## config.mk

```make
export PLATFORM = sky130hd
export DESIGN_NAME = integer_to_text_formatter
export DESIGN_NICKNAME = d
export VERILOG_FILES = /design/src/rtl/itf_pkg.sv /design/src/rtl/itf_front.sv /design/src/rtl/itf_queue.sv /design/src/rtl/itf_back.sv /design/src/rtl/integer_to_text_formatter.sv
export SDC_FILE = /design/constraint.sdc
export NUM_CORES = 1
export LEC_CHECK = 0
export BUFFER_PORTS_ARGS = -buffer_cell sky130_fd_sc_hd__buf_2
export CAP_MARGIN = 20
export CORE_ASPECT_RATIO = 2
export CORE_UTILIZATION = 37
export CTS_CLUSTER_DIAMETER = 30
export CTS_CLUSTER_SIZE = 40
export DETAILED_ROUTE_END_ITERATION = 7
export GPL_ROUTABILITY_DRIVEN = 1
export GPL_TIMING_DRIVEN = 0
export PLACE_DENSITY = 0.55
export SLEW_MARGIN = 20
export SYNTH_ARGS = -nofsm -noshare
export SYNTH_HDL_FRONTEND = slang
export SYNTH_SLANG_ARGS = --single-unit
```

## constraint.sdc

```tcl
create_clock -name clk -period 12.55 [get_ports clk]
set_input_delay 1.255 -clock clk [delete_from_list [all_inputs] [get_ports clk]]
set_output_delay 1.255 -clock clk [all_outputs]
set_load 0.005 [all_outputs]
```

## src/rtl/itf_pkg.sv

```systemverilog
// shared types, constants and a helper function of the integer to text formatter
package itf_pkg;

  // width of the integer that the conversion works on
  localparam int VALUE_BITS  = 64;
  localparam int NARROW_BITS = 32;

  // port widths
  localparam int S_TDATA_W = 80;
  localparam int S_TUSER_W = 3;
  localparam int M_TDATA_W = 8;

  // operation codes
  localparam logic [1:0] OP_UNSIGNED = 2'd0;
  localparam logic [1:0] OP_SIGNED   = 2'd1;
  localparam logic [1:0] OP_HEX      = 2'd2;

  // work kinds handed from front to back
  localparam logic [1:0] KIND_EMPTY = 2'd0;
  localparam logic [1:0] KIND_RADIX = 2'd1;
  localparam logic [1:0] KIND_HEX   = 2'd2;

  // digit divider: bits of the dividend handled per cycle
  localparam int DIV_STEP_BITS = 8;
  localparam int DIV_CYC       = (VALUE_BITS + DIV_STEP_BITS - 1) / DIV_STEP_BITS;
  localparam int DVD_W         = DIV_CYC * DIV_STEP_BITS;
  localparam int STEP_W        = $clog2(DIV_CYC);

  // digit stack depth and count width
  localparam int CNT_W = $clog2(VALUE_BITS + 1);

  // hex nibbles of the value
  localparam int NIB   = (VALUE_BITS + 3) / 4;
  localparam int NIB_W = $clog2(NIB);

  // queue between front and back (power of two)
  localparam int QUEUE_DEPTH = 2;
  localparam int QP_W        = $clog2(QUEUE_DEPTH);

  // characters
  localparam logic [7:0] CH_NUL   = 8'h00;
  localparam logic [7:0] CH_ZERO  = 8'h30;
  localparam logic [7:0] CH_UPPER = 8'h41;
  localparam logic [7:0] CH_X     = 8'h78;
  localparam logic [7:0] CH_MINUS = 8'h2D;

  typedef logic [NIB-1:0][3:0] nib_vec_t;

  typedef struct packed {
    logic [1:0]            kind;
    logic                  neg;
    logic [VALUE_BITS-1:0] mag;
    logic [4:0]            radix;
    logic [4:0]            pad;
  } item_t;

  function automatic logic [7:0] digit_char(input logic [3:0] n);
    logic [7:0] c;
    if (n < 4'd10) begin
      c = CH_ZERO + {4'b0, n};
    end else begin
      c = CH_UPPER + {4'b0, n} - 8'd10;
    end
    return c;
  endfunction

endpackage

```

## src/rtl/itf_front.sv

```systemverilog
// front end: unpacks an input transaction, masks, negates and classifies it
module itf_front (
  input  logic                           s_tvalid,
  output logic                           s_tready,
  input  logic [itf_pkg::S_TDATA_W-1:0]  s_tdata,
  input  logic [itf_pkg::S_TUSER_W-1:0]  s_tuser,
  input  logic                           q_full,
  output logic                           push,
  output itf_pkg::item_t                 item
);
  import itf_pkg::*;

  localparam logic [VALUE_BITS-1:0] NARROW_MASK = VALUE_BITS'({NARROW_BITS{1'b1}});

  logic [1:0]            opcode;
  logic                  wide;
  logic [4:0]            radix;
  logic [4:0]            pad;
  logic [VALUE_BITS-1:0] mask;
  logic [VALUE_BITS-1:0] v;
  logic [VALUE_BITS-1:0] v_neg;
  logic                  sign;

  assign opcode = s_tuser[1:0];
  assign wide   = s_tuser[2];
  assign radix  = s_tdata[68:64];
  assign pad    = s_tdata[73:69];

  assign mask  = wide ? {VALUE_BITS{1'b1}} : NARROW_MASK;
  assign v     = s_tdata[VALUE_BITS-1:0] & mask;
  assign v_neg = (~v + VALUE_BITS'(1)) & mask;
  assign sign  = wide ? v[VALUE_BITS-1] : v[NARROW_BITS-1];

  assign s_tready = !q_full;
  assign push     = s_tvalid && !q_full;

  always_comb begin
    item       = '0;
    item.mag   = v;
    item.radix = radix;
    item.pad   = pad;
    case (opcode)
      OP_UNSIGNED: begin
        item.kind = (radix < 5'd2 || radix > 5'd16) ? KIND_EMPTY : KIND_RADIX;
      end
      OP_SIGNED: begin
        item.kind  = KIND_RADIX;
        item.radix = 5'd10;
        item.neg   = sign;
        item.mag   = sign ? v_neg : v;
      end
      OP_HEX: begin
        item.kind = KIND_HEX;
      end
      default: begin
        item.kind = KIND_EMPTY;
      end
    endcase
  end

endmodule

```

## src/rtl/itf_queue.sv

```systemverilog
// small queue of classified work items between front and back
module itf_queue (
  input  logic           clk,
  input  logic           rst,
  input  logic           push,
  input  itf_pkg::item_t item_in,
  output logic           full,
  input  logic           pop,
  output logic           valid,
  output itf_pkg::item_t item_out
);
  import itf_pkg::*;

  item_t            entries [QUEUE_DEPTH];
  logic [QP_W-1:0]  wr_ptr;
  logic [QP_W-1:0]  rd_ptr;
  logic [QP_W:0]    count;

  assign full     = (count == (QP_W + 1)'(QUEUE_DEPTH));
  assign valid    = (count != '0);
  assign item_out = entries[rd_ptr];

  always_ff @(posedge clk) begin
    if (push) begin
      entries[wr_ptr] <= item_in;
    end
  end

  always_ff @(posedge clk) begin
    if (rst) begin
      wr_ptr <= '0;
      rd_ptr <= '0;
      count  <= '0;
    end else begin
      if (push) begin
        wr_ptr <= wr_ptr + QP_W'(1);
      end
      if (pop) begin
        rd_ptr <= rd_ptr + QP_W'(1);
      end
      case ({push, pop})
        2'b10:   count <= count + (QP_W + 1)'(1);
        2'b01:   count <= count - (QP_W + 1)'(1);
        default: count <= count;
      endcase
    end
  end

endmodule

```

## src/rtl/itf_back.sv

```systemverilog
// back end: digit divider, digit stack and character sequencer with output register
module itf_back (
  input  logic                          clk,
  input  logic                          rst,
  input  logic                          q_valid,
  input  itf_pkg::item_t                q_item,
  output logic                          q_pop,
  output logic                          m_tvalid,
  input  logic                          m_tready,
  output logic [itf_pkg::M_TDATA_W-1:0] m_tdata,
  output logic                          m_tlast,
  output logic                          m_tuser
);
  import itf_pkg::*;

  localparam logic [2:0] S_IDLE  = 3'd0;
  localparam logic [2:0] S_DIV   = 3'd1;
  localparam logic [2:0] S_SIGN  = 3'd2;
  localparam logic [2:0] S_EMIT  = 3'd3;
  localparam logic [2:0] S_HEX0  = 3'd4;
  localparam logic [2:0] S_HEXX  = 3'd5;
  localparam logic [2:0] S_HEXD  = 3'd6;
  localparam logic [2:0] S_EMPTY = 3'd7;

  localparam logic [STEP_W-1:0] STEP_LAST = STEP_W'(DIV_CYC - 1);

  logic [2:0]       state;
  logic [DVD_W-1:0] dv;
  logic [DVD_W-1:0] dv_next;
  logic [3:0]       rem;
  logic [3:0]       div_rem;
  logic [DIV_STEP_BITS-1:0] div_q;
  logic [STEP_W-1:0] step;
  logic [4:0]       base;
  logic             neg;
  logic [CNT_W-1:0] cnt;
  logic [3:0]       stk [VALUE_BITS];
  nib_vec_t         hv;
  logic [4:0]       pad;
  logic [4:0]       dig;
  logic [3:0]       nib_sel;
  logic             out_free;
  logic             out_load;
  logic             push_dig;
  logic             pop_dig;
  logic             quot_zero;

  // one radix step per dividend bit, a byte of the dividend per cycle
  always_comb begin
    logic [DIV_STEP_BITS-1:0] chunk;
    logic [3:0]               rr;
    logic [4:0]               r2;
    chunk = dv[DVD_W-1 -: DIV_STEP_BITS];
    rr    = rem;
    div_q = '0;
    for (int i = DIV_STEP_BITS - 1; i >= 0; i--) begin
      r2 = {rr, chunk[i]};
      if (r2 >= base) begin
        r2       = r2 - base;
        div_q[i] = 1'b1;
      end
      rr = r2[3:0];
    end
    div_rem = rr;
  end

  assign dv_next   = {dv[DVD_W-DIV_STEP_BITS-1:0], div_q};
  assign quot_zero = (dv_next == '0);

  assign nib_sel  = ({1'b0, dig[3:0]} < 5'(NIB) && dig < 5'(NIB)) ? hv[dig[NIB_W-1:0]] : 4'd0;
  assign out_free = !m_tvalid || m_tready;
  // every state but idle and divide loads one character when the register frees up
  assign out_load = out_free && (state != S_IDLE) && (state != S_DIV);
  assign q_pop    = (state == S_IDLE) && q_valid;
  assign push_dig = (state == S_DIV) && (step == STEP_LAST);
  assign pop_dig  = (state == S_EMIT) && out_free;

  // digit stack, least significant digit pushed first
  always_ff @(posedge clk) begin
    if (push_dig) begin
      stk[0] <= div_rem;
      for (int i = 1; i < VALUE_BITS; i++) begin
        stk[i] <= stk[i-1];
      end
    end else if (pop_dig) begin
      for (int i = 0; i < VALUE_BITS - 1; i++) begin
        stk[i] <= stk[i+1];
      end
    end
  end

  // payload registers
  always_ff @(posedge clk) begin
    if (q_pop) begin
      dv   <= DVD_W'(q_item.mag);
      hv   <= nib_vec_t'((NIB * 4)'(q_item.mag));
      base <= q_item.radix;
      neg  <= q_item.neg;
      pad  <= q_item.pad;
    end else if (state == S_DIV) begin
      dv <= dv_next;
    end
  end

  // output valid: set on a load, cleared once the transaction is taken
  always_ff @(posedge clk) begin
    if (rst) begin
      m_tvalid <= 1'b0;
    end else if (out_load) begin
      m_tvalid <= 1'b1;
    end else if (m_tready) begin
      m_tvalid <= 1'b0;
    end
  end

  always_ff @(posedge clk) begin
    if (rst) begin
      state    <= S_IDLE;
      m_tdata  <= CH_NUL;
      m_tlast  <= 1'b0;
      m_tuser  <= 1'b0;
      rem      <= '0;
      step     <= '0;
      cnt      <= '0;
      dig      <= '0;
    end else begin
      case (state)
        S_IDLE: begin
          if (q_valid) begin
            rem  <= '0;
            step <= '0;
            cnt  <= '0;
            case (q_item.kind)
              KIND_RADIX: state <= S_DIV;
              KIND_HEX:   state <= S_HEX0;
              default:    state <= S_EMPTY;
            endcase
          end
        end
        S_DIV: begin
          if (step == STEP_LAST) begin
            step <= '0;
            rem  <= '0;
            cnt  <= cnt + CNT_W'(1);
            if (quot_zero) begin
              state <= neg ? S_SIGN : S_EMIT;
            end
          end else begin
            step <= step + STEP_W'(1);
            rem  <= div_rem;
          end
        end
        S_SIGN: begin
          if (out_free) begin
            m_tdata  <= CH_MINUS;
            m_tlast  <= 1'b0;
            m_tuser  <= 1'b0;
            state    <= S_EMIT;
          end
        end
        S_EMIT: begin
          if (out_free) begin
            m_tdata  <= digit_char(stk[0]);
            m_tlast  <= (cnt == CNT_W'(1));
            m_tuser  <= 1'b0;
            cnt      <= cnt - CNT_W'(1);
            if (cnt == CNT_W'(1)) begin
              state <= S_IDLE;
            end
          end
        end
        S_HEX0: begin
          if (out_free) begin
            m_tdata  <= CH_ZERO;
            m_tlast  <= 1'b0;
            m_tuser  <= 1'b0;
            state    <= S_HEXX;
          end
        end
        S_HEXX: begin
          if (out_free) begin
            m_tdata  <= CH_X;
            m_tlast  <= (pad == 5'd0);
            m_tuser  <= 1'b0;
            dig      <= pad - 5'd1;
            state    <= (pad == 5'd0) ? S_IDLE : S_HEXD;
          end
        end
        S_HEXD: begin
          if (out_free) begin
            m_tdata  <= digit_char(nib_sel);
            m_tlast  <= (dig == 5'd0);
            m_tuser  <= 1'b0;
            dig      <= dig - 5'd1;
            if (dig == 5'd0) begin
              state <= S_IDLE;
            end
          end
        end
        S_EMPTY: begin
          if (out_free) begin
            m_tdata  <= CH_NUL;
            m_tlast  <= 1'b1;
            m_tuser  <= 1'b1;
            state    <= S_IDLE;
          end
        end
        default: begin
          state <= S_IDLE;
        end
      endcase
    end
  end

endmodule

```

## src/rtl/integer_to_text_formatter.sv

```systemverilog
// top level of the integer to text formatter
//
//  channel | dir | handshake          | payload
//  --------+-----+--------------------+-------------------------------------------
//  s       | in  | s_tvalid/s_tready  | tdata: value, radix, pad_digits;
//          |     |                    | tuser: opcode, wide
//  m       | out | m_tvalid/m_tready  | tdata: char_code; tlast: last; tuser: empty_res
//
// every item is first taken from the queue by the back end while it is idle
// radix and signed items: one digit per pass of the byte-serial digit divider,
//   then one character at a time from the output register (a sign first, if negative)
// hex items: pad_digits + 2 characters, one per cycle unless the output stalls; invalid items: one empty result
// the two-entry queue lets the front take new transactions while the back works
// reset clears the sequencer, the queue pointers and the output register (valid and data) only
// output stalls hold the character in the output register and the sequencer in its character states
module integer_to_text_formatter (
  input  logic                           clk,
  input  logic                           rst,
  input  logic                           s_tvalid,
  output logic                           s_tready,
  // [63:0] value, [68:64] radix, [73:69] pad_digits, [79:74] zero
  input  logic [itf_pkg::S_TDATA_W-1:0]  s_tdata,
  // [1:0] opcode, [2] wide
  input  logic [itf_pkg::S_TUSER_W-1:0]  s_tuser,
  output logic                           m_tvalid,
  input  logic                           m_tready,
  // [7:0] char_code
  output logic [itf_pkg::M_TDATA_W-1:0]  m_tdata,
  output logic                           m_tlast,
  // [0] empty_res
  output logic                           m_tuser
);
  import itf_pkg::*;

  // classified work between front and back
  item_t front_item;
  item_t head_item;
  logic  front_push;
  logic  q_full;
  logic  q_valid;
  logic  q_pop;

  itf_front u_front (
    .s_tvalid (s_tvalid),
    .s_tready (s_tready),
    .s_tdata  (s_tdata),
    .s_tuser  (s_tuser),
    .q_full   (q_full),
    .push     (front_push),
    .item     (front_item)
  );

  itf_queue u_queue (
    .clk      (clk),
    .rst      (rst),
    .push     (front_push),
    .item_in  (front_item),
    .full     (q_full),
    .pop      (q_pop),
    .valid    (q_valid),
    .item_out (head_item)
  );

  // divider, digit stack and character sequencer
  itf_back u_back (
    .clk      (clk),
    .rst      (rst),
    .q_valid  (q_valid),
    .q_item   (head_item),
    .q_pop    (q_pop),
    .m_tvalid (m_tvalid),
    .m_tready (m_tready),
    .m_tdata  (m_tdata),
    .m_tlast  (m_tlast),
    .m_tuser  (m_tuser)
  );

endmodule

```

==> results of run 1 <==
what timing repair did:
item	4_1_cts	5_1_grt
pin swaps	0	2
resized for setup	10	6
setup buffers	1	1
hold endpoints to repair	0	0
endpoints found under the setup margin	13	11
sequential cells by signal, indices dropped and copies added, names as in the netlist, named ones only:
signal	cells
u_back.step	3
u_back.m_tlast	1
u_back.base	5
u_back.m_tuser	1
u_back.m_tvalid	1
u_back.hv	64
u_queue.count	2
u_back.dig	5
u_back.m_tdata	7
u_back.rem	4
u_back.neg	1
u_back.stk	256
u_queue.entries	154
u_back.cnt	7
u_queue.rd_ptr	1
u_back.state	3
u_back.pad	5
u_back.dv	64
u_queue.wr_ptr	1
cells in the mapped netlist, drive strengths merged, types with 3 or more instances:
library cell	n	share of area
mux2i	28	0.010
mux2	269	0.11
nand3b	4	0.0011
nor2	103	0.014
xnor2	45	0.014
o32ai	4	0.0013
ha	52	0.024
nand2	455	0.062
clkbuf	72	0.0098
a2111oi	3	0.00095
buf	22	0.0044
a31oi	18	0.0041
or3	13	0.0030
edfxtp	549	0.60
inv	45	0.0061
mux4	9	0.0074
o41ai	9	0.0031
nand2b	17	0.0039
a41oi	3	0.00095
nor2b	14	0.0032
and3	5	0.0011
nor3	26	0.0055
o31ai	18	0.0060
a22oi	7	0.0019
o22ai	8	0.0018
dfxtp	37	0.027
or3b	3	0.00095
o21ai	53	0.0096
or4	11	0.0034
nand3	8	0.0016
nand4	10	0.0025
and2	37	0.0084
o21a	7	0.0019
fa	8	0.0058
a211oi	8	0.0022
nor4	21	0.0048
a21oi	61	0.011
xor2	39	0.012
a21o	10	0.0027
o31a	3	0.00095
worst min path at each step:
stage	endpoint	slack [ns]
detailed placement	u_back.stk[63][1]$_DFFE_PP_	0.44
global placement	u_back.stk[63][2]$_DFFE_PP_	0.44
global route	u_back.stk[63][0]$_DFFE_PP_	0.48
floorplan	u_back.stk[63][0]$_DFFE_PP_	0.42
finish	u_back.stk[63][0]$_DFFE_PP_	0.46
CTS	u_back.stk[63][0]$_DFFE_PP_	0.46
worst max-delay path: cells and delay by family, from the launching register on:
family | cells | cell delay, ns
flip-flops | 1 | 0.37
AO/OA/AOI/OAI | 20 | 4.37
buffers and inverters | 5 | 0.55
adder cells (fa/ha/maj) | 8 | 2.45
multiplexers | 7 | 2.70
AND/OR/NAND/NOR | 6 | 1.18
metrics by stage:
stage	utilization	hold WS [ns]	std cells
after floorplan	-	0.422	2139
after CTS	0.441	0.462	3331
after detailed placement	0.399	0.435	3170
after global placement	0.396	0.437	3159
final	0.441	0.460	3332
after global routing	0.441	0.476	3332
layout by cell type (no fill, tap or decap), types with 12 or more instances in the layout:
cell type,instances
a31oi_1,17
xnor2_1,45
or3_1,13
a21oi_1,61
mux2_2,269
mux2i_1,27
xor2_1,39
clkinvlp_4,18
edfxtp_1,549
inv_1,41
buf_1,12
clkbuf_1,73
nor2_1,102
dfxtp_1,37
nor3_1,23
nor4_1,20
nand2_1,455
and2_1,35
buf_2,94
clkbuf_16,87
ha_1,52
inv_6,14
nor2b_1,14
nand2b_1,17
o21ai_0,46
layer usage:
metal | track usage | wire length, um | vias up
met5 | 0 | 10 | -
met3 | 0.0277 | 1970 | 124
met4 | 0.0971 | 3120 | 2
met1 | 0.160 | 22100 | 8485
li1 | - | - | 8228
met2 | 0.358 | 38700 | 347
layout make-up:
type | count | area share
Clock buffer | 88 | 0.0670
Timing Repair Buffer | 104 | 0.0214
Inverter | 47 | 0.00596
Sequential cell | 586 | 0.529
Multi-Input combinational cell | 1412 | 0.303
Clock inverter | 72 | 0.0251
Tap cell | 929 | 0.0357
Buffer | 94 | 0.0121
logic make-up after synthesis:
logic type,after synthesis,share of synthesized area
and+or+nand+nor,735,0.118
DFF,586,0.625
muxes,306,0.127
AOI/OAI and AO/OA,226,0.0529
buffers and inverters,141,0.0207
xor gates and xnor gates,84,0.0267
adders and majority gates,60,0.0294
other,1,0.000136
==> results.json, run 1 <==
{
  "result_of_the_run": "completed",
  "n_fill_cell": 6774,
  "synth_fp_nets": 2286,
  "setup_viol_count_final": 0,
  "layout_min_cycle_time_ns": 11.77,
  "synthArstFlopShare": 0,
  "cts_htree_levels": 3,
  "postLayoutSetupSlackWorst_ns": 0.785,
  "number_of_antenna_violations_at_the_first_check_in_global_routing": 1,
  "place.gp.congestion": 0.820,
  "hold_path_class": "register to register",
  "clk_pin_slew_ns": 0.06,
  "synth_top_flop_cell": "edfxtp_1",
  "place.detailed.hpwl_um": 48900,
  "first_pass_iters": 4,
  "critical_path.slowest_cell": "ha_1",
  "routed_wl_um": 65900,
  "reg2regPathDepth": 46,
  "die_height_um": 388,
  "postPlaceCellArea_um2": 29400,
  "timing.final.crit_share": 0.937,
  "grt_pass1_vias": 18200,
  "clock-skew-final_ns": 0.0282,
  "timing.reg2reg.setup_slack_ns": 0.78,
  "cp_max_fo": 8,
  "final_layout_size_suffix_gt1_frac": 0.243,
  "cpMostUsedCell": "ha_1",
  "ioPinCount": 99,
  "rsz_0062_raised_after_global_routing": "false",
  "routedWlPerCell_um": 19.8,
  "ys_warn_count": 0,
  "critPathArrivalTime_ns": 12.24,
  "synth_area_um2": 27600,
  "insertedDiodeCount": 0,
  "worst-setup-path-type": "register to register",
  "synth_seq_area_share": 0.625,
  "hold_buffers_post_cts": 0,
  "fmax_ghz": 0.0850,
  "cts-root-to-sink-buffers": 3,
  "reg2reg_to": "u_back.state[0]$_SDFFE_PP0P_",
  "placement.io_buffers": 91,
  "drt-vias-per-instance": 5.16,
  "track_usage": 0.176,
  "fin_tns_setup_ns": 0,
  "critPathRequiredTime_ns": 13.02,
  "drt_iter0_markers": 798,
  "finish.net_count": 2478,
  "hold_violations": 0,
  "ant_nets": 0,
  "timing_max_transition_violations_final": 0,
  "timing.hold.worst_path_depth": 0,
  "seqCellArea_um2": 17200,
  "core_area_um2": 73700,
  "die_width_um": 195,
  "total_non_filler_cell_area_in_the_finished_layout_um2": 32500,
  "floorplan.die_area_um2": 75600,
  "floorplan.rows": 141,
  "multi_input_area_um2": 9870,
  "global_route_total_overflow": 0,
  "postSynthAreaPerCell_um2": 12.9,
  "crit_start": "u_back.base[2]$_DFFE_PP_",
  "cts_inserted_buffers": 86,
  "worstSkewPairLatency_ns": 0.64,
  "worst_setup_path_end_kind": "register",
  "max_slew.worst_pin.slew_ns": 0.993,
  "detail_route.drc_violations": 0,
  "clock-root-buffer": "clkbuf_16",
  "synth.ff_latch_count": 586,
  "syn_inst": 2139,
  "area_growth_syn_to_layout_pct": 18.1,
  "timing.rr.start": "u_back.base[2]$_DFFE_PP_",
  "sort_of_element_at_the_start_of_the_critical_path": "register",
  "synth_edf_count": 549,
  "grt_pass1_wl_um": 101000,
  "synthDistinctLibCells": 71,
  "cts.sinks": 586,
  "placement_setup_slack_ns": -2.28,
  "floorplan.initialDensity": 0.374,
  "critPathCapture": "u_back.state[0]$_SDFFE_PP0P_",
  "num_vias": 17200,
  "maximum_number_of_pins_on_one_net_before_global_route_repair": 105,
  "maxSlewHeadroom": 0.338,
  "max_stage_delay_ns": 0.45,
  "hp-start": "u_back.stk[62][0]$_DFFE_PP_",
  "cts_tree": "built",
  "max_cap_viol": 0
}
Power of run 1 is not shown: default switching activity piles up to over one toggle a cycle in this logic, so the estimate is an artifact.
==> run 2: changes to the inputs <==
BUFFER_PORTS_ARGS = -buffer_cell sky130_fd_sc_hd__buf_4   (was -buffer_cell sky130_fd_sc_hd__buf_2)
==> results.json, run 2 (same netlist as run 1, synthesis figures left out) <==
{
  "setup_viol_count_final": 0,
  "rsz_0062_raised_after_global_routing": "false",
  "ioPinCount": 99,
  "max_stage_delay_ns": 0.46,
  "clk_pin_slew_ns": 0.06,
  "n_fill_cell": 6753,
  "floorplan.rows": 141,
  "max_slew.worst_pin.slew_ns": 1.02,
  "placement.io_buffers": 91,
  "place.detailed.hpwl_um": 49000,
  "crit_buf_inv": 6,
  "critPathRequiredTime_ns": 13.02,
  "worst_setup_path_end_kind": "register",
  "critPathTopFamily": "compound AO/OA/AOI/OAI gates",
  "place.gp.congestion": 0.827,
  "max_cap_viol": 0,
  "layout_min_cycle_time_ns": 11.95,
  "sort_of_element_at_the_start_of_the_critical_path": "register",
  "grt_pass1_vias": 18300,
  "routed_wl_um": 65800,
  "fin_tns_setup_ns": 0,
  "cpMostUsedCell": "ha_1",
  "timing.final.crit_share": 0.952,
  "cts_tree": "built",
  "hold_path_class": "register to register",
  "global_route_total_overflow": 0,
  "cts-root-to-sink-buffers": 3,
  "maxSlewHeadroom": 0.322,
  "groute.layer.met3.usage": 0.0274,
  "timing.reg2reg.setup_slack_ns": 0.60,
  "path_depth": 48,
  "cp_max_fo": 9,
  "crit_start": "u_back.base[1]$_DFFE_PP_",
  "die_height_um": 388,
  "track_usage": 0.176,
  "fmax_ghz": 0.0837,
  "critPathCapture": "u_back.state[0]$_SDFFE_PP0P_",
  "die_width_um": 195,
  "grt_pass1_wl_um": 102000,
  "hold_violations": 0,
  "number_of_antenna_violations_at_the_first_check_in_global_routing": 1,
  "first_pass_iters": 5,
  "timing.rr.start": "u_back.base[1]$_DFFE_PP_",
  "worst-setup-path-type": "register to register",
  "clock-root-buffer": "clkbuf_16",
  "num_vias": 17100,
  "detail_route.drc_violations": 0,
  "critical_path.slowest_cell": "edfxtp_1",
  "largest_register_ffs": 256,
  "layout_top_registers": "u_back.stk (256), u_queue.entries (154)",
  "timing_max_transition_violations_final": 0,
  "cts.sinks": 586,
  "hold_buffers_post_cts": 0,
  "routedWlPerCell_um": 19.8,
  "area_growth_syn_to_layout_pct": 18.6,
  "maximum_number_of_pins_on_one_net_before_global_route_repair": 95,
  "global_route.usage.met1": 0.163,
  "floorplan.die_area_um2": 75600,
  "core_area_um2": 73700,
  "cts_inserted_buffers": 82,
  "use_met2": 0.354,
  "drt_iter0_markers": 819,
  "cts_htree_levels": 3,
  "layout.cells.most_common_list": "edfxtp_1 (549), nand2_1 (455), mux2_2 (269)",
  "regMostFlops": "u_back.stk",
  "drt-vias-per-instance": 5.16,
  "result_of_the_run": "completed",
  "reg2regPathDepth": 48,
  "reg2reg_to": "u_back.state[0]$_SDFFE_PP0P_",
  "critPathArrivalTime_ns": 12.42,
  "final_layout_size_suffix_gt1_frac": 0.240,
  "layout.cells.most_common": "edfxtp_1",
  "ant_nets": 0,
  "insertedDiodeCount": 0,
  "global_route_hottest_layer": "met2",
  "clock-skew-final_ns": 0.0264,
  "finish.net_count": 2477,
  "floorplan.initialDensity": 0.374,
  "worstSkewPairLatency_ns": 0.63
}
run 2: changes by cell type in the layout (fill, tap and decap cells not counted), sizes merged:
| cell | change |
|---|---|
| clkinv | -13 |
| inv | +9 |
| clkinvlp | -6 |
| buf | +3 |
| bufinv | -1 |
| clkbuf | +1 |
run 2: worst min path at each step:
stage                                 from                           to  slack, ns  depth (start not counted)
2_1_floorplan  u_back.stk[62][0]$_DFFE_PP_  u_back.stk[63][0]$_DFFE_PP_       0.42                          0
3_3_place_gp   u_back.stk[62][3]$_DFFE_PP_  u_back.stk[63][3]$_DFFE_PP_       0.44                          0
3_5_place_dp   u_back.stk[62][1]$_DFFE_PP_  u_back.stk[63][1]$_DFFE_PP_       0.44                          0
4_1_cts        u_back.stk[62][2]$_DFFE_PP_  u_back.stk[63][2]$_DFFE_PP_       0.45                          0
5_1_grt        u_back.stk[62][2]$_DFFE_PP_  u_back.stk[63][2]$_DFFE_PP_       0.47                          0
6_report       u_back.stk[62][2]$_DFFE_PP_  u_back.stk[63][2]$_DFFE_PP_       0.45                          0
run 2: worst register-to-register path: cells and delay by family (launching register included):
| family | cells | cell delay [ns] |
|---|---|---|
| compound gates | 21 | 4.54 |
| fa+ha+maj | 8 | 2.32 |
| buf+inv | 6 | 0.72 |
| flops | 1 | 0.46 |
| mux | 7 | 2.56 |
| simple gates | 6 | 1.21 |
run 2: per-layer routing:
metal | routed length (um) | vias up
met5 | 12 | -
met4 | 3550 | 2
met3 | 2080 | 130
met2 | 38200 | 355
met1 | 21900 | 8428
li1 | - | 8231
run 2: layout make-up:
class	instances	area, um2	share of cell area
well taps	929	1160	0.0356
clock buffers	89	2130	0.0652
plain buffers	94	394	0.0121
flip-flops and latches	586	17200	0.527
inverters	47	190	0.00582
multi-input cells	1412	9880	0.302
repair buffers	107	953	0.0292
clock inverters	61	738	0.0226
run 2: through the flow:
step	setup WS, ns	instance area [um2]	hold WS, ns	util	std cells
final	0.599	32700	0.446	0.443	3325
after global routing	0.0537	32700	0.469	0.443	3325
after CTS	0.00369	32600	0.454	0.442	3319
after detailed placement	-3.38	29600	0.439	0.402	3168
after global placement	-3.00	29400	0.436	0.399	3159
after floorplan	1.19	27600	0.422	-	2139
run 2: what timing repair did:
action | 4_1_cts | 5_1_grt
gates cloned | 0 | 0
buffers inserted | 1 | 6
gates resized for setup | 15 | 2
pin swaps | 0 | 2
endpoints found under the setup margin | 13 | 11
Power of run 2 is left out for the same reason.
==> run 3: changes to the inputs <==
ABC_AREA = 1   (was unset)
==> results.json, run 3 <==
{
  "hold_path_end": "u_queue.rd_ptr$_SDFFE_PP0P_",
  "max_cap_viol": 0,
  "fin_tns_setup_ns": 0,
  "grt_pass1_wl_um": 122000,
  "synth.area.top_cells": "edfxtp_1 (57%), nand2_1 (14%), inv_1 (3.8%), o21ai_0 (3.7%), mux2_2 (3.0%)",
  "synth_edf_count": 549,
  "area_growth_syn_to_layout_pct": 18.4,
  "layout.cells.most_common_list": "nand2_1 (1067), edfxtp_1 (549), inv_1 (289)",
  "rsz_0062_raised_after_global_routing": "false",
  "clk_pin_slew_ns": 0.06,
  "timing.final.crit_share": 0.906,
  "global_route_total_overflow": 0,
  "synth.most_common_cell": "nand2_1",
  "postLayoutSetupSlackWorst_ns": 1.18,
  "critPathTopFamily": "simple AND/OR/NAND/NOR gates",
  "placement.io_buffers": 90,
  "timing.reg2reg.setup_slack_ns": 1.18,
  "ioPinCount": 99,
  "hold_path_class": "register to register",
  "max_stage_delay_ns": 0.38,
  "yosysTopAreaCellShare": 0.574,
  "worst_setup_path_end_kind": "register",
  "synth_area_um2": 28700,
  "num_vias": 20800,
  "worstSkewPairLatency_ns": 0.65,
  "synth_top_flop_cell": "edfxtp_1",
  "routedWlPerCell_um": 18.9,
  "crit_buf_inv": 10,
  "reg2regPathDepth": 66,
  "clock-skew-final_ns": 0.0317,
  "cts_inserted_buffers": 85,
  "critPathRequiredTime_ns": 13.12,
  "hold_buffers_post_cts": 0,
  "place.gp.congestion": 0.974,
  "dominant_cell_type_by_area_after_synthesis": "edfxtp_1",
  "regMostFlops": "u_back.stk",
  "drt-vias-per-instance": 4.90,
  "detail_route.drc_violations": 0,
  "postSynthAreaPerCell_um2": 9.70,
  "layout_top_registers": "u_back.stk (256), u_queue.entries (154)",
  "worst-setup-path-type": "register to register",
  "result_of_the_run": "completed",
  "track_usage": 0.209,
  "maxSlewHeadroom": 0.251,
  "critical_path.slowest_cell": "o31ai_1",
  "placement_setup_slack_ns": -1.15,
  "cp_max_fo": 9,
  "synthArstFlopShare": 0,
  "drt_iter0_markers": 1237,
  "ant_nets": 0,
  "syn_inst": 2964,
  "die_width_um": 199,
  "ys_warn_count": 0,
  "synthDistinctLibCells": 60,
  "timing.hold.worst_path_depth": 1,
  "synth.top_cells.by_count": "nand2_1 (1068), edfxtp_1 (549), inv_1 (291)",
  "synth_seq_area_share": 0.599,
  "maximum_number_of_pins_on_one_net_before_global_route_repair": 58,
  "synth_fp_nets": 3111,
  "place.detailed.hpwl_um": 61100,
  "floorplan.die_area_um2": 78900,
  "critPathArrivalTime_ns": 11.94,
  "die_height_um": 396,
  "routed_wl_um": 80100,
  "grt_pass1_vias": 21400,
  "largest_register_ffs": 256,
  "cpMostUsedCell": "nand2_1",
  "layout_min_cycle_time_ns": 11.37,
  "cts.sinks": 586,
  "timing_max_transition_violations_final": 0,
  "timing.rr.start": "u_back.base[2]$_DFFE_PP_",
  "synth.ff_latch_count": 586,
  "clock-root-buffer": "clkbuf_16",
  "floorplan.initialDensity": 0.374,
  "reg2reg_to": "u_back.state[1]$_SDFFE_PP0P_",
  "cts_htree_levels": 3,
  "cts-root-to-sink-buffers": 3,
  "postPlaceCellArea_um2": 31000,
  "max_slew.worst_pin.slew_ns": 1.11,
  "cts_tree": "built",
  "sort_of_element_at_the_start_of_the_critical_path": "register",
  "finish.net_count": 3302,
  "total_non_filler_cell_area_in_the_finished_layout_um2": 34000,
  "hold_violations": 0,
  "insertedDiodeCount": 0,
  "first_pass_iters": 6,
  "fmax_ghz": 0.0879,
  "number_of_antenna_violations_at_the_first_check_in_global_routing": 0,
  "floorplan.rows": 144,
  "hp-start": "u_queue.rd_ptr$_SDFFE_PP0P_",
  "core_area_um2": 76900,
  "final_layout_size_suffix_gt1_frac": 0.140,
  "layout.cells.most_common": "nand2_1",
  "setup_viol_count_final": 0
}
==> run 3: cell count changes after synthesis, sizes merged, moves of 35 or more <==
cell / previous run / this run
nor2: 103 / 188
o21ai: 53 / 219
nand3: 8 / 95
inv: 45 / 304
mux2: 269 / 76
buf: 22 / 57
nand2: 455 / 1075
and2: 37 / 0
==> run 3: what timing repair did <==
action	4_1_cts	5_1_grt
resized for setup	4	8
setup buffers	1	1
setup endpoints to repair	12	12
pin swaps	0	1
==> run 3: logic make-up (layout without fill, tap and decap cells) <==
group,Yosys count,after routing,synth area share
adders and majority gates,60,60,0.0282
xor gates and xnor gates,55,55,0.0168
and+or+nand+nor,1433,1433,0.203
other,1,1,0.000130
AOI/OAI and AO/OA,341,341,0.0652
buffers and inverters,411,669,0.0572
muxes,77,77,0.0301
DFF,586,586,0.599
==> run 3: metrics by stage <==
stage	utilization	hold slack, ns	std cells
5_1_grt	0.442	0.474	4244
6_report	0.442	0.455	4244
3_5_place_dp	0.403	0.441	4088
3_3_place_gp	0.399	0.434	4076
4_1_cts	0.442	0.453	4243
2_1_floorplan	-	0.426	2964
==> run 3: worst max path at each step <==
| stage | from | endpoint | slack [ns] | cells past startpoint |
|---|---|---|---|---|
| 2_1_floorplan | u_back.base[1]$_DFFE_PP_ | u_back.state[1]$_SDFFE_PP0P_ | 2.52 | 65 |
| 3_3_place_gp | u_back.base[1]$_DFFE_PP_ | u_back.state[2]$_SDFFE_PP0P_ | -1.03 | 67 |
| 3_5_place_dp | u_back.base[1]$_DFFE_PP_ | u_back.state[2]$_SDFFE_PP0P_ | -1.15 | 67 |
| 4_1_cts | u_back.base[2]$_DFFE_PP_ | u_back.state[1]$_SDFFE_PP0P_ | 0.13 | 67 |
| 5_1_grt | u_back.base[3]$_DFFE_PP_ | u_back.state[1]$_SDFFE_PP0P_ | 0.03 | 68 |
| 6_report | u_back.base[2]$_DFFE_PP_ | u_back.state[1]$_SDFFE_PP0P_ | 1.18 | 66 |
==> run 3: cell type report <==
class,count,area (um2)
well taps,1022,1280
plain buffers,104,490
multi-input cells,1967,9930
fillers,7477,42900
inverters,307,1160
flip-flops and latches,586,17200
clock inverters,59,768
repair buffers,104,983
clock buffers,95,2200
==> run 3: worst register-to-register path, delay by kind of cell (launching register included) <==
kind            cells  cell delay, ns
fa+ha+maj           8            2.50
compound gates     13            2.58
buf+inv            10            1.07
mux                 1            0.37
flops               1            0.35
simple gates       34            4.46
==> run 3: metal layers <==
layer / GRT usage / wire length, um
met1: 0.192 / 26600
met2: 0.411 / 45600
met3: 0.0303 / 2650
met4: 0.134 / 5310
met5: 0 / 0
Power of run 3 is left out for the same reason.
